--- src/hw/rtl/lpht_pkg.sv ---
// lpht_pkg: shared constants, codes and types of the linear probe hash table
package lpht_pkg;

  localparam int SLOTS      = 16;
  localparam int SLOT_W     = (SLOTS > 1) ? $clog2(SLOTS) : 1;
  localparam int CNT_W      = $clog2(SLOTS + 1);
  localparam bit SLOTS_POW2 = ((SLOTS & (SLOTS - 1)) == 0);

  localparam int FUNC_W  = 2;
  localparam int KEY_W   = 31;
  localparam int PAY_W   = 64;
  localparam int STAT_W  = 3;
  localparam int SLOTF_W = 4;
  localparam int BIT_W   = $clog2(KEY_W);

  typedef logic [SLOT_W-1:0] idx_t;
  typedef logic [CNT_W-1:0]  cnt_t;
  typedef logic [KEY_W-1:0]  key_t;
  typedef logic [PAY_W-1:0]  pay_t;

  typedef enum logic [FUNC_W-1:0] {
    FN_INSERT = 2'd0,
    FN_SEARCH = 2'd1,
    FN_REMOVE = 2'd2
  } func_t;

  typedef enum logic [STAT_W-1:0] {
    ST_INSERTED  = 3'd0,
    ST_DUPLICATE = 3'd1,
    ST_FULL      = 3'd2,
    ST_FOUND     = 3'd3,
    ST_NOT_FOUND = 3'd4,
    ST_REMOVED   = 3'd5
  } status_t;

  typedef enum logic [2:0] {
    S_CLEAR,
    S_IDLE,
    S_HOME,
    S_SCAN,
    S_DONE
  } state_t;

  typedef struct packed {
    logic valid;
    key_t key;
    pay_t payload;
  } entry_t;

  typedef struct packed {
    logic   we;
    idx_t   addr;
    entry_t data;
  } wr_t;

  typedef struct packed {
    logic en;
    idx_t addr;
  } rd_req_t;

endpackage

--- src/hw/rtl/lpht_if.sv ---
// lpht_if: valid/ready channel interfaces for operations and results
interface lpht_in_if;
  import lpht_pkg::*;
  logic                valid;
  logic                ready;
  logic [FUNC_W-1:0]   func;
  logic [KEY_W-1:0]    key;
  logic [PAY_W-1:0]    payload;

  modport source (output valid, func, key, payload, input ready);
  modport sink   (input valid, func, key, payload, output ready);
endinterface

interface lpht_out_if;
  import lpht_pkg::*;
  logic                valid;
  logic                ready;
  logic [STAT_W-1:0]   status;
  logic [SLOTF_W-1:0]  slot;
  logic [PAY_W-1:0]    found_payload;

  modport source (output valid, status, slot, found_payload, input ready);
  modport sink   (input valid, status, slot, found_payload, output ready);
endinterface

--- src/hw/rtl/linear_probe_hash_table_core.sv ---
// linear_probe_hash_table_core: open addressing table with linear probing
//
//   channel  dir  handshake     payload
//   in_ch    in   valid/ready   func, key, payload
//   out_ch   out  valid/ready   status, slot, found_payload
//
// one operation at a time: accept, SLOTS reads from the slot memory (one per
// cycle, probe from the home slot), compare of the last read and exit from the
// scan, then write-back and result; for a slot count that is not a power of two
// a bit-serial home slot remainder over the KEY_W key bits comes before the
// scan.
// after reset a clearing pass writes every slot, with in_ch not ready. a
// stalled out_ch holds the result register; the next operation is taken and
// scanned meanwhile and waits at write-back until the result leaves.
module linear_probe_hash_table_core
  import lpht_pkg::*;
(
  input  logic       clk,
  input  logic       rst_n,
  lpht_in_if.sink    in_ch,
  lpht_out_if.source out_ch
);

  wr_t     wr;
  rd_req_t rd;
  entry_t  rd_q;

  lpht_store u_store (
    .clk  (clk),
    .wr   (wr),
    .rd   (rd),
    .rd_q (rd_q)
  );

  lpht_ctrl u_ctrl (
    .clk    (clk),
    .rst_n  (rst_n),
    .in_ch  (in_ch),
    .out_ch (out_ch),
    .wr     (wr),
    .rd     (rd),
    .rd_q   (rd_q)
  );

endmodule

--- src/hw/rtl/lpht_store.sv ---
// lpht_store: slot memory holding valid bit, key and payload, registered read
module lpht_store
  import lpht_pkg::*;
(
  input  logic    clk,
  input  wr_t     wr,
  input  rd_req_t rd,
  output entry_t  rd_q
);

  entry_t mem [SLOTS];
  entry_t rd_q_r;

  always_ff @(posedge clk) begin
    if (wr.we) begin
      mem[wr.addr] <= wr.data;
    end
  end

  always_ff @(posedge clk) begin
    if (rd.en) begin
      rd_q_r <= mem[rd.addr];
    end
  end

  assign rd_q = rd_q_r;

endmodule

--- src/hw/rtl/lpht_ctrl.sv ---
// lpht_ctrl: home slot unit, probe sequencer, write-back and result register
module lpht_ctrl
  import lpht_pkg::*;
(
  input  logic          clk,
  input  logic          rst_n,
  lpht_in_if.sink       in_ch,
  lpht_out_if.source    out_ch,
  output wr_t           wr,
  output rd_req_t       rd,
  input  entry_t        rd_q
);

  state_t state_r, state_nxt;
  idx_t   clr_r, clr_nxt;
  logic   out_vld_r, out_vld_nxt;

  logic [FUNC_W-1:0]  func_r, func_nxt;
  key_t               key_r, key_nxt;
  pay_t               pay_r, pay_nxt;
  key_t               ksh_r, ksh_nxt;
  logic [BIT_W-1:0]   bitcnt_r, bitcnt_nxt;
  idx_t               rem_r, rem_nxt;
  idx_t               pos_r, pos_nxt;
  cnt_t               cnt_r, cnt_nxt;
  logic               cmp_vld_r, cmp_vld_nxt;
  idx_t               cmp_addr_r, cmp_addr_nxt;
  logic               hit_r, hit_nxt;
  idx_t               hit_idx_r, hit_idx_nxt;
  pay_t               hit_pay_r, hit_pay_nxt;
  logic               empty_r, empty_nxt;
  idx_t               empty_idx_r, empty_idx_nxt;
  logic [STAT_W-1:0]  out_status_r, out_status_nxt;
  logic [SLOTF_W-1:0] out_slot_r, out_slot_nxt;
  pay_t               out_fpay_r, out_fpay_nxt;

  logic [SLOT_W:0] home_t;
  idx_t            home_red;
  logic            hit_now;
  logic            empty_now;
  logic            out_free;

  // one remainder bit per cycle, msb of key first
  assign home_t   = {rem_r, ksh_r[KEY_W-1]};
  assign home_red = (home_t >= (SLOT_W+1)'(SLOTS)) ?
                    SLOT_W'(home_t - (SLOT_W+1)'(SLOTS)) : SLOT_W'(home_t);

  assign hit_now   = cmp_vld_r && rd_q.valid && (rd_q.key == key_r);
  assign empty_now = cmp_vld_r && !rd_q.valid;
  assign out_free  = !out_vld_r || out_ch.ready;

  assign in_ch.ready          = (state_r == S_IDLE);
  assign out_ch.valid         = out_vld_r;
  assign out_ch.status        = out_status_r;
  assign out_ch.slot          = out_slot_r;
  assign out_ch.found_payload = out_fpay_r;

  always_comb begin
    state_nxt      = state_r;
    clr_nxt        = clr_r;
    out_vld_nxt    = out_vld_r && !out_ch.ready;
    func_nxt       = func_r;
    key_nxt        = key_r;
    pay_nxt        = pay_r;
    ksh_nxt        = ksh_r;
    bitcnt_nxt     = bitcnt_r;
    rem_nxt        = rem_r;
    pos_nxt        = pos_r;
    cnt_nxt        = cnt_r;
    cmp_vld_nxt    = 1'b0;
    cmp_addr_nxt   = cmp_addr_r;
    hit_nxt        = hit_r;
    hit_idx_nxt    = hit_idx_r;
    hit_pay_nxt    = hit_pay_r;
    empty_nxt      = empty_r;
    empty_idx_nxt  = empty_idx_r;
    out_status_nxt = out_status_r;
    out_slot_nxt   = out_slot_r;
    out_fpay_nxt   = out_fpay_r;
    wr             = '0;
    rd             = '0;

    unique case (state_r)
      S_CLEAR: begin
        wr.we   = 1'b1;
        wr.addr = clr_r;
        clr_nxt = clr_r + 1'b1;
        if (clr_r == SLOT_W'(SLOTS - 1)) begin
          state_nxt = S_IDLE;
        end
      end
      S_IDLE: begin
        if (in_ch.valid) begin
          func_nxt   = in_ch.func;
          key_nxt    = in_ch.key;
          pay_nxt    = in_ch.payload;
          ksh_nxt    = in_ch.key;
          rem_nxt    = '0;
          bitcnt_nxt = BIT_W'(KEY_W - 1);
          cnt_nxt    = '0;
          hit_nxt    = 1'b0;
          empty_nxt  = 1'b0;
          if (SLOTS_POW2) begin
            pos_nxt   = in_ch.key[SLOT_W-1:0];
            state_nxt = S_SCAN;
          end else begin
            state_nxt = S_HOME;
          end
        end
      end
      S_HOME: begin
        rem_nxt    = home_red;
        ksh_nxt    = {ksh_r[KEY_W-2:0], 1'b0};
        bitcnt_nxt = bitcnt_r - 1'b1;
        if (bitcnt_r == '0) begin
          pos_nxt   = home_red;
          state_nxt = S_SCAN;
        end
      end
      S_SCAN: begin
        // read issued here is compared in the following cycle
        if (cnt_r < CNT_W'(SLOTS)) begin
          rd.en        = 1'b1;
          rd.addr      = pos_r;
          cmp_vld_nxt  = 1'b1;
          cmp_addr_nxt = pos_r;
          cnt_nxt      = cnt_r + 1'b1;
          pos_nxt      = (pos_r == SLOT_W'(SLOTS - 1)) ? '0 : pos_r + 1'b1;
        end else if (!cmp_vld_r) begin
          state_nxt = S_DONE;
        end
        if (hit_now && !hit_r) begin
          hit_nxt     = 1'b1;
          hit_idx_nxt = cmp_addr_r;
          hit_pay_nxt = rd_q.payload;
        end
        if (empty_now && !empty_r) begin
          empty_nxt     = 1'b1;
          empty_idx_nxt = cmp_addr_r;
        end
      end
      S_DONE: begin
        if (out_free) begin
          out_vld_nxt    = 1'b1;
          out_status_nxt = ST_NOT_FOUND;
          out_slot_nxt   = '0;
          out_fpay_nxt   = '0;
          state_nxt      = S_IDLE;
          unique case (func_r)
            FN_INSERT: begin
              if (hit_r) begin
                out_status_nxt = ST_DUPLICATE;
              end else if (empty_r) begin
                wr.we              = 1'b1;
                wr.addr            = empty_idx_r;
                wr.data.valid      = 1'b1;
                wr.data.key        = key_r;
                wr.data.payload    = pay_r;
                out_status_nxt     = ST_INSERTED;
                out_slot_nxt       = SLOTF_W'(empty_idx_r);
              end else begin
                out_status_nxt = ST_FULL;
              end
            end
            FN_SEARCH: begin
              if (hit_r) begin
                out_status_nxt = ST_FOUND;
                out_slot_nxt   = SLOTF_W'(hit_idx_r);
                out_fpay_nxt   = hit_pay_r;
              end
            end
            FN_REMOVE: begin
              if (hit_r) begin
                wr.we          = 1'b1;
                wr.addr        = hit_idx_r;
                wr.data.valid  = 1'b0;
                wr.data.key    = key_r;
                out_status_nxt = ST_REMOVED;
                out_slot_nxt   = SLOTF_W'(hit_idx_r);
              end
            end
            default: begin
              out_status_nxt = ST_NOT_FOUND;
            end
          endcase
        end
      end
      default: begin
        state_nxt = S_IDLE;
      end
    endcase
  end

  always_ff @(posedge clk) begin
    if (!rst_n) begin
      state_r   <= S_CLEAR;
      clr_r     <= '0;
      out_vld_r <= 1'b0;
    end else begin
      state_r   <= state_nxt;
      clr_r     <= clr_nxt;
      out_vld_r <= out_vld_nxt;
    end
  end

  always_ff @(posedge clk) begin
    func_r       <= func_nxt;
    key_r        <= key_nxt;
    pay_r        <= pay_nxt;
    ksh_r        <= ksh_nxt;
    bitcnt_r     <= bitcnt_nxt;
    rem_r        <= rem_nxt;
    pos_r        <= pos_nxt;
    cnt_r        <= cnt_nxt;
    cmp_vld_r    <= cmp_vld_nxt;
    cmp_addr_r   <= cmp_addr_nxt;
    hit_r        <= hit_nxt;
    hit_idx_r    <= hit_idx_nxt;
    hit_pay_r    <= hit_pay_nxt;
    empty_r      <= empty_nxt;
    empty_idx_r  <= empty_idx_nxt;
    out_status_r <= out_status_nxt;
    out_slot_r   <= out_slot_nxt;
    out_fpay_r   <= out_fpay_nxt;
  end

endmodule

--- src/flat_wrapper.sv ---
// flat-port wrapper written by rule: the top's interface ports become plain ports
module linear_probe_hash_table_core_flat import lpht_pkg::*;
  (clk, rst_n, in_ch_valid, in_ch_func, in_ch_key, in_ch_payload, in_ch_ready, out_ch_valid, out_ch_status, out_ch_slot, out_ch_found_payload, out_ch_ready);
  lpht_in_if in_ch_i ();
  lpht_out_if out_ch_i ();
  input  logic clk;
  input  logic rst_n;
  input wire logic [$bits(in_ch_i.valid)-1:0] in_ch_valid;
  input wire logic [$bits(in_ch_i.func)-1:0] in_ch_func;
  input wire logic [$bits(in_ch_i.key)-1:0] in_ch_key;
  input wire logic [$bits(in_ch_i.payload)-1:0] in_ch_payload;
  output wire logic [$bits(in_ch_i.ready)-1:0] in_ch_ready;
  output wire logic [$bits(out_ch_i.valid)-1:0] out_ch_valid;
  output wire logic [$bits(out_ch_i.status)-1:0] out_ch_status;
  output wire logic [$bits(out_ch_i.slot)-1:0] out_ch_slot;
  output wire logic [$bits(out_ch_i.found_payload)-1:0] out_ch_found_payload;
  input wire logic [$bits(out_ch_i.ready)-1:0] out_ch_ready;
  assign in_ch_i.valid = in_ch_valid;
  assign in_ch_i.func = in_ch_func;
  assign in_ch_i.key = in_ch_key;
  assign in_ch_i.payload = in_ch_payload;
  assign in_ch_ready = in_ch_i.ready;
  assign out_ch_valid = out_ch_i.valid;
  assign out_ch_status = out_ch_i.status;
  assign out_ch_slot = out_ch_i.slot;
  assign out_ch_found_payload = out_ch_i.found_payload;
  assign out_ch_i.ready = out_ch_ready;
  linear_probe_hash_table_core u_core (.clk(clk), .rst_n(rst_n), .in_ch(in_ch_i), .out_ch(out_ch_i));
endmodule
--- config.mk ---
export PLATFORM = sky130hd
export DESIGN_NAME = linear_probe_hash_table_core_flat
export DESIGN_NICKNAME = d
export VERILOG_FILES = /design/src/hw/rtl/lpht_pkg.sv /design/src/hw/rtl/lpht_if.sv /design/src/hw/rtl/linear_probe_hash_table_core.sv /design/src/hw/rtl/lpht_store.sv /design/src/hw/rtl/lpht_ctrl.sv /design/src/flat_wrapper.sv
export SDC_FILE = /design/constraint.sdc
export NUM_CORES = 2
export LEC_CHECK = 0
export BUFFER_PORTS_ARGS = -buffer_cell sky130_fd_sc_hd__buf_2
export CAP_MARGIN = 25
export CORE_AREA = 2 2 494 251
export CTS_BUF_LIST = sky130_fd_sc_hd__clkbuf_16
export DETAILED_ROUTE_END_ITERATION = 6
export DIE_AREA = 0 0 496 253
export GPL_TIMING_DRIVEN = 0
export PLACE_DENSITY = 0.76
export SYNTH_ARGS = -nofsm -noshare
export SYNTH_HDL_FRONTEND = slang
export SYNTH_HIERARCHICAL = 1
export SYNTH_SLANG_ARGS = --single-unit
--- constraint.sdc ---
create_clock -name clk -period 18.1 [get_ports clk]
set_input_delay 1.81 -clock clk [delete_from_list [all_inputs] [get_ports clk]]
set_output_delay 1.81 -clock clk [all_outputs]
set_load 0.02 [all_outputs]
Yosys cells after proc, flatten, opt, wreduce, memory -nomap -nowiden
Memories as Yosys holds them, arrays and structs flattened. A register that Yosys moved wholly into a read port is not among the register bits.
Index checks and enable logic that the tools add are counted.
- bits in registers: 304
- latch bits: 0
- memory bits (writable): 1536
- ROM bits: 0
- output and inout bits: 73
- logic and storage cells: 129
- memories kept: 1
- memory list (memory ; depth ; bits a word ; read ports ; clocked after memory_dff ; write ports ; line ; text):
    u_core.u_store.mem ; 16 ; 96 ; 1 ; 1 ; 1 ; lpht_store.sv:11 ; entry_t mem [SLOTS];
- add/subtract/negate cells: 5
- multipliers: 0
- divide/modulo/power cells: 0
- magnitude comparators: 2
- equality and inequality tests: 18
- shift-type cells: 0
- muxes and demuxes: 51
- bitwise operators: 0
- reduce and logical (&&, ||, !) cells: 31
- operator list (kind ; count):
    $mux 101 ; 3
    $mux 96 ; 1
    $pmux 37 s2 ; 1
    $mux 64 ; 1
    $pmux 31 s2 ; 1
    $mux 37 ; 1
    $mux 4 ; 9
    $eq 31x31->1 ; 1
    $mux 31 ; 1
    $pmux 5 s2 ; 3
    $mux 5 ; 5
    $mux 3 ; 7
    $ne 2x2->1 const B ; 9
    $pmux 4 s2 ; 2
    $pmux 3 s5 ; 1
    $reduce_and 2->1 ; 7
    $pmux 4 s3 ; 1
    $mux 1 ; 9
    $pmux 3 s3 ; 1
    $reduce_and 3->1 ; 3
    $add 4x1->4 const B ; 2
    $eq 4x4->1 const B ; 2
    $eq 3x2->1 const B ; 2
    $logic_and 1x1->1 ; 6
    21 further kinds ; 28

Depth between registers and ports, before layout
- word-level depth: 7
- gate-level depth with buffers: 11

By module
Netlist, hierarchy kept.
- by module, submodules not included (module ; times used ; cells an instance ; area an instance (µm²)):
    lpht_store ; 1 ; 2460 ; 60316.6
    lpht_ctrl ; 1 ; 730 ; 11813.8

Worst setup path after synthesis
OpenSTA, ideal clock, no wires.
- path type: input -> register
- from: in out_ch_ready
- to: mem u_core/u_store/mem[0][0] (netlist name), enable pin
- arrival: 9.776 ns
- path slack: 7.656 ns
- stages on the path: 7
- path buffers: 1
- cells stage by stage: nand2b_1 and3_1 nor2b_1 clkbuf_1 o21a_1 or3b_2 nor3_1
- RTL lines (what ; line ; text):
    from (decl) ; flat_wrapper.sv:17 ; input wire logic [$bits(out_ch_i.ready)-1:0] out_ch_ready;
    to (decl) ; lpht_store.sv:11 ;

==> metrics.md <==
| Metric | Value |
|---|---|
| Status | `complete, no violations` |
| TritonCTS clock tree | `done` |
| Worst r2r dst | `u_core/u_store/mem[9][21]` |
| Drt wl/cell | `33.5 um` |
| Row cnt | `91` |
| Area growth syn-to-layout | `14.3%` |
| Vias | `36800` |
| Synth top cells by count | `1926 x edfxtp_1, 384 x mux4_2, 192 x a22oi_1` |
| EDFF count, synth | `1926` |
| DR DRC count | `0` |
| Area share of the largest cell type after synthesis | `0.802` |
| DRT antenna net count | `0` |
| Clock Path Buffers | `3` |
| Layout cells sized above 1 | `0.271` |
| Top Family by Delay on Critical Path | `simple AND/OR/NAND/NOR gates` |
| Vias in the first global route | `35900` |
| Reg2Reg Depth | `11` |
| Syn Inst Count | `3190` |
| Remaining Overflow, GRT | `0` |
| Worst-path cell chain | `buf_2, nand2b_1, and3_1, clkbuf_1, o21ai_0, o21ai_0, nand2b_1, nor2_4, buf_16, buf_12, buf_12` |
| CP bufs+invs | `5` |
| Sum Neg Setup Slack | `0 ns` |
| Fin area | `0.0825 mm2` |
| Cell Area, Placed | `0.0774 mm2` |
| Post-CTS Setup Inserts | `0` |
| CP Class | `in -> reg` |
| Synth unique cells | `50` |
| Final setup fails | `0` |
| WP depth | `11` |
| Num CTS Buffers | `157` |
| Seq cells post-synth | `1935` |
| Syn_area_per_cell | `22.6 um2` |
| Static Leak | `29.2 nW` |
| Crit path from | `out_ch_ready` |
| Antenna Cells | `0` |
| Worst Tran Pin Value | `1.20 ns` |
| GRT Overall Usage | `0.294` |
| Top-count cell post-synth | `edfxtp_1` |
| Reg2Reg Launch Point | `u_core/u_ctrl/state_r[0]` |
| Worst slack at placement | `11.24 ns` |
| Die Width | `496 um` |
| Post-DP HPWL | `113000 um` |
| Worst Setup EP | `u_core/u_store/mem[9][21]` |
| Yosys Warn Count | `6` |
| CP endpoint kind | `flip-flop` |
| Critical path arrival | `6.89 ns` |
| Largest net degree at the start of global routing | `59` |
| Startpoint types | `input pin` |
| Ys async rst share | `0` |
| CP max stage cell | `o21ai_0` |
| Via/cell ratio | `6.80` |
| RSZ-0062 raised after global routing | `false` |
| Clk pin slew, worst setup/hold paths | `0.06 ns` |
| Hold Crit Depth | `0` |
| Clock skew | `0.0370 ns` |
| Largest cells by area after synthesis | `edfxtp_1 80%, mux4_2 12%, a22oi_1 2.0%` |
| Routability cong. | `0.807` |
| Post-Syn Nets | `3300` |
| Drt total wl | `181000 um` |
| Clk Latency, worst-skew pair | `0.80 ns` |
| Worst Path Max Fanout | `21` |
| Clock sinks | `1935` |
| Max VDD drop | `0.0000839 V` |
| Die Area | `0.125 mm2` |
| Initial antenna violation count | `5` |
| Post-CTS Resized | `0` |
| Slew headroom | `0.200` |
| Final Hold Viols | `0` |
| Clock Tree Root | `clkbuf_16` |
| Sequential cell area | `0.0580 mm2` |
| Core area | `0.122 mm2` |
| Hold buffers post-CTS | `0` |
| DRT Pass-1 Iters | `6` |
| Sequential element share of the synthesized area | `0.804` |
| Main synth FF type | `edfxtp_1` |
| Die Y | `253 um` |
| Port bufs | `173` |
| DRT iter0 DRCs | `6497` |
| Starting density of the core | `0.593` |
| Final Max Slew Viols | `0` |
| CP max stage delay | `0.97 ns` |
| Final period util | `0.354` |
| HP Class | `reg -> reg` |
| Design Power | `8.58 mW` |
| Fin crit period | `6.41 ns` |
| I/O pin count | `174` |
| First-pass GRT wire length | `258000 um` |
| Fill count | `7165` |
| Final WS setup | `11.69 ns` |
| Post-Syn Area | `0.0721 mm2` |
| Multi-input gate area | `0.0133 mm2` |
| Leading area contributor after synthesis | `edfxtp_1` |
| Max Cap Viol | `0` |
| Nets | `3772` |
| Number of H-tree levels | `4` |
| CP required | `18.58 ns` |
| Power density cells | `104 mW/mm2` |
| R2R setup slack | `12.28 ns` |
| Fmax | `0.156 GHz` |
[worst min-delay path by stage]
stage	slack [ns]	from	to
3_5_place_dp	0.40	u_core/u_store/rd_q[24]	u_core/u_ctrl/hit_pay_r[24]
6_report	0.42	u_core/u_store/rd_q[44]	u_core/u_ctrl/hit_pay_r[44]
4_1_cts	0.42	u_core/u_store/rd_q[24]	u_core/u_ctrl/hit_pay_r[24]
3_3_place_gp	0.40	u_core/u_store/rd_q[48]	u_core/u_ctrl/hit_pay_r[48]
5_1_grt	0.42	u_core/u_store/rd_q[33]	u_core/u_ctrl/hit_pay_r[33]
2_1_floorplan	0.40	u_core/u_store/rd_q[0]	u_core/u_ctrl/hit_pay_r[0]
[routing by layer]
layer  track usage  share of wire
met1         0.448           0.38
met3        0.0844           0.15
met4         0.108          0.036
met2         0.409           0.43
met5             0       0.000072
[cell families after synthesis]
family,after synthesis,share of synthesized area
muxes,416,0.125
buffers and inverters,180,0.0131
and+or+nand+nor,376,0.0277
xor gates and xnor gates,41,0.00498
adders and majority gates,9,0.00156
DFF,1935,0.804
AOI/OAI and AO/OA,233,0.0235
[per-stage QoR]
stage / util / instances / hold WS, ns
global route: 0.678 / 5415 / 0.425
CTS: 0.678 / 5411 / 0.420
detailed placement: 0.637 / 5126 / 0.405
finish: 0.678 / 5415 / 0.420
global placement: 0.617 / 4990 / 0.401
floorplan: - / 3190 / 0.400
[cell type report]
cell class,count,area share
sequential,1935,0.703
clock buffer,165,0.0501
inverter,9,0.000546
buffer,171,0.0110
tap,1627,0.0247
multi-input combinational,1075,0.161
timing repair buffer,313,0.0385
clock inverter,120,0.0105
[flip-flops by register name (all words and copies together) (netlist names), 3 cells and up]
signal                              count
u_core/u_ctrl/cnt_r                     5
u_core/u_ctrl/rem_r                     3
u_core/u_ctrl/clr_r                     4
u_core/u_ctrl/cmp_addr_r                4
u_core/u_ctrl/state_r                   3
u_core/u_store/mem                   1536
u_core/u_ctrl/empty_idx_r               4
u_core/u_ctrl/key_r                    31
u_core/u_ctrl/hit_pay_r                64
u_core/u_ctrl/bitcnt_r                  5
u_core/u_store/rd_q                    96
u_core/u_ctrl/pay_r                    64
u_core/u_ctrl/hit_idx_r                 4
u_core/u_ctrl/pos_r                     4
u_core/u_ctrl/out_ch.slot               4
u_core/u_ctrl/ksh_r                    31
u_core/u_ctrl/out_ch.found_payload     64
u_core/u_ctrl/out_ch.status             3
[power by group]
group / internal (mW) / switching (mW) / total, mW
combinational: 0.0949 / 0.127 / 0.222
clock: 1.82 / 1.56 / 3.39
sequential: 4.95 / 0.0200 / 4.97
[placed cells by master, fill, tap and decap left out, types with 5 or more instances in the layout]
cell type and count:
nor2_1 18, and2_1 45, buf_16 22, clkinv_1 35, inv_1 43, nand3_1 9
xnor2_1 29, nand2_1 118, buf_6 71, nor3_2 5, inv_6 6, buf_1 33
edfxtp_1 1926, buf_12 47, ha_1 9, o21ai_0 14, a22oi_1 192, buf_4 37
xor2_1 12, dfxtp_1 9, bufinv_16 12, and3_1 129, clkbuf_16 165, clkinv_2 25
nor2b_1 7, buf_8 6, mux4_2 384, nand4_1 5, a32oi_1 8, clkbuf_1 80
buf_2 187, a21oi_1 9, nor2_4 13, mux2_2 30
Note: power is estimated with default switching activity, not from simulation.
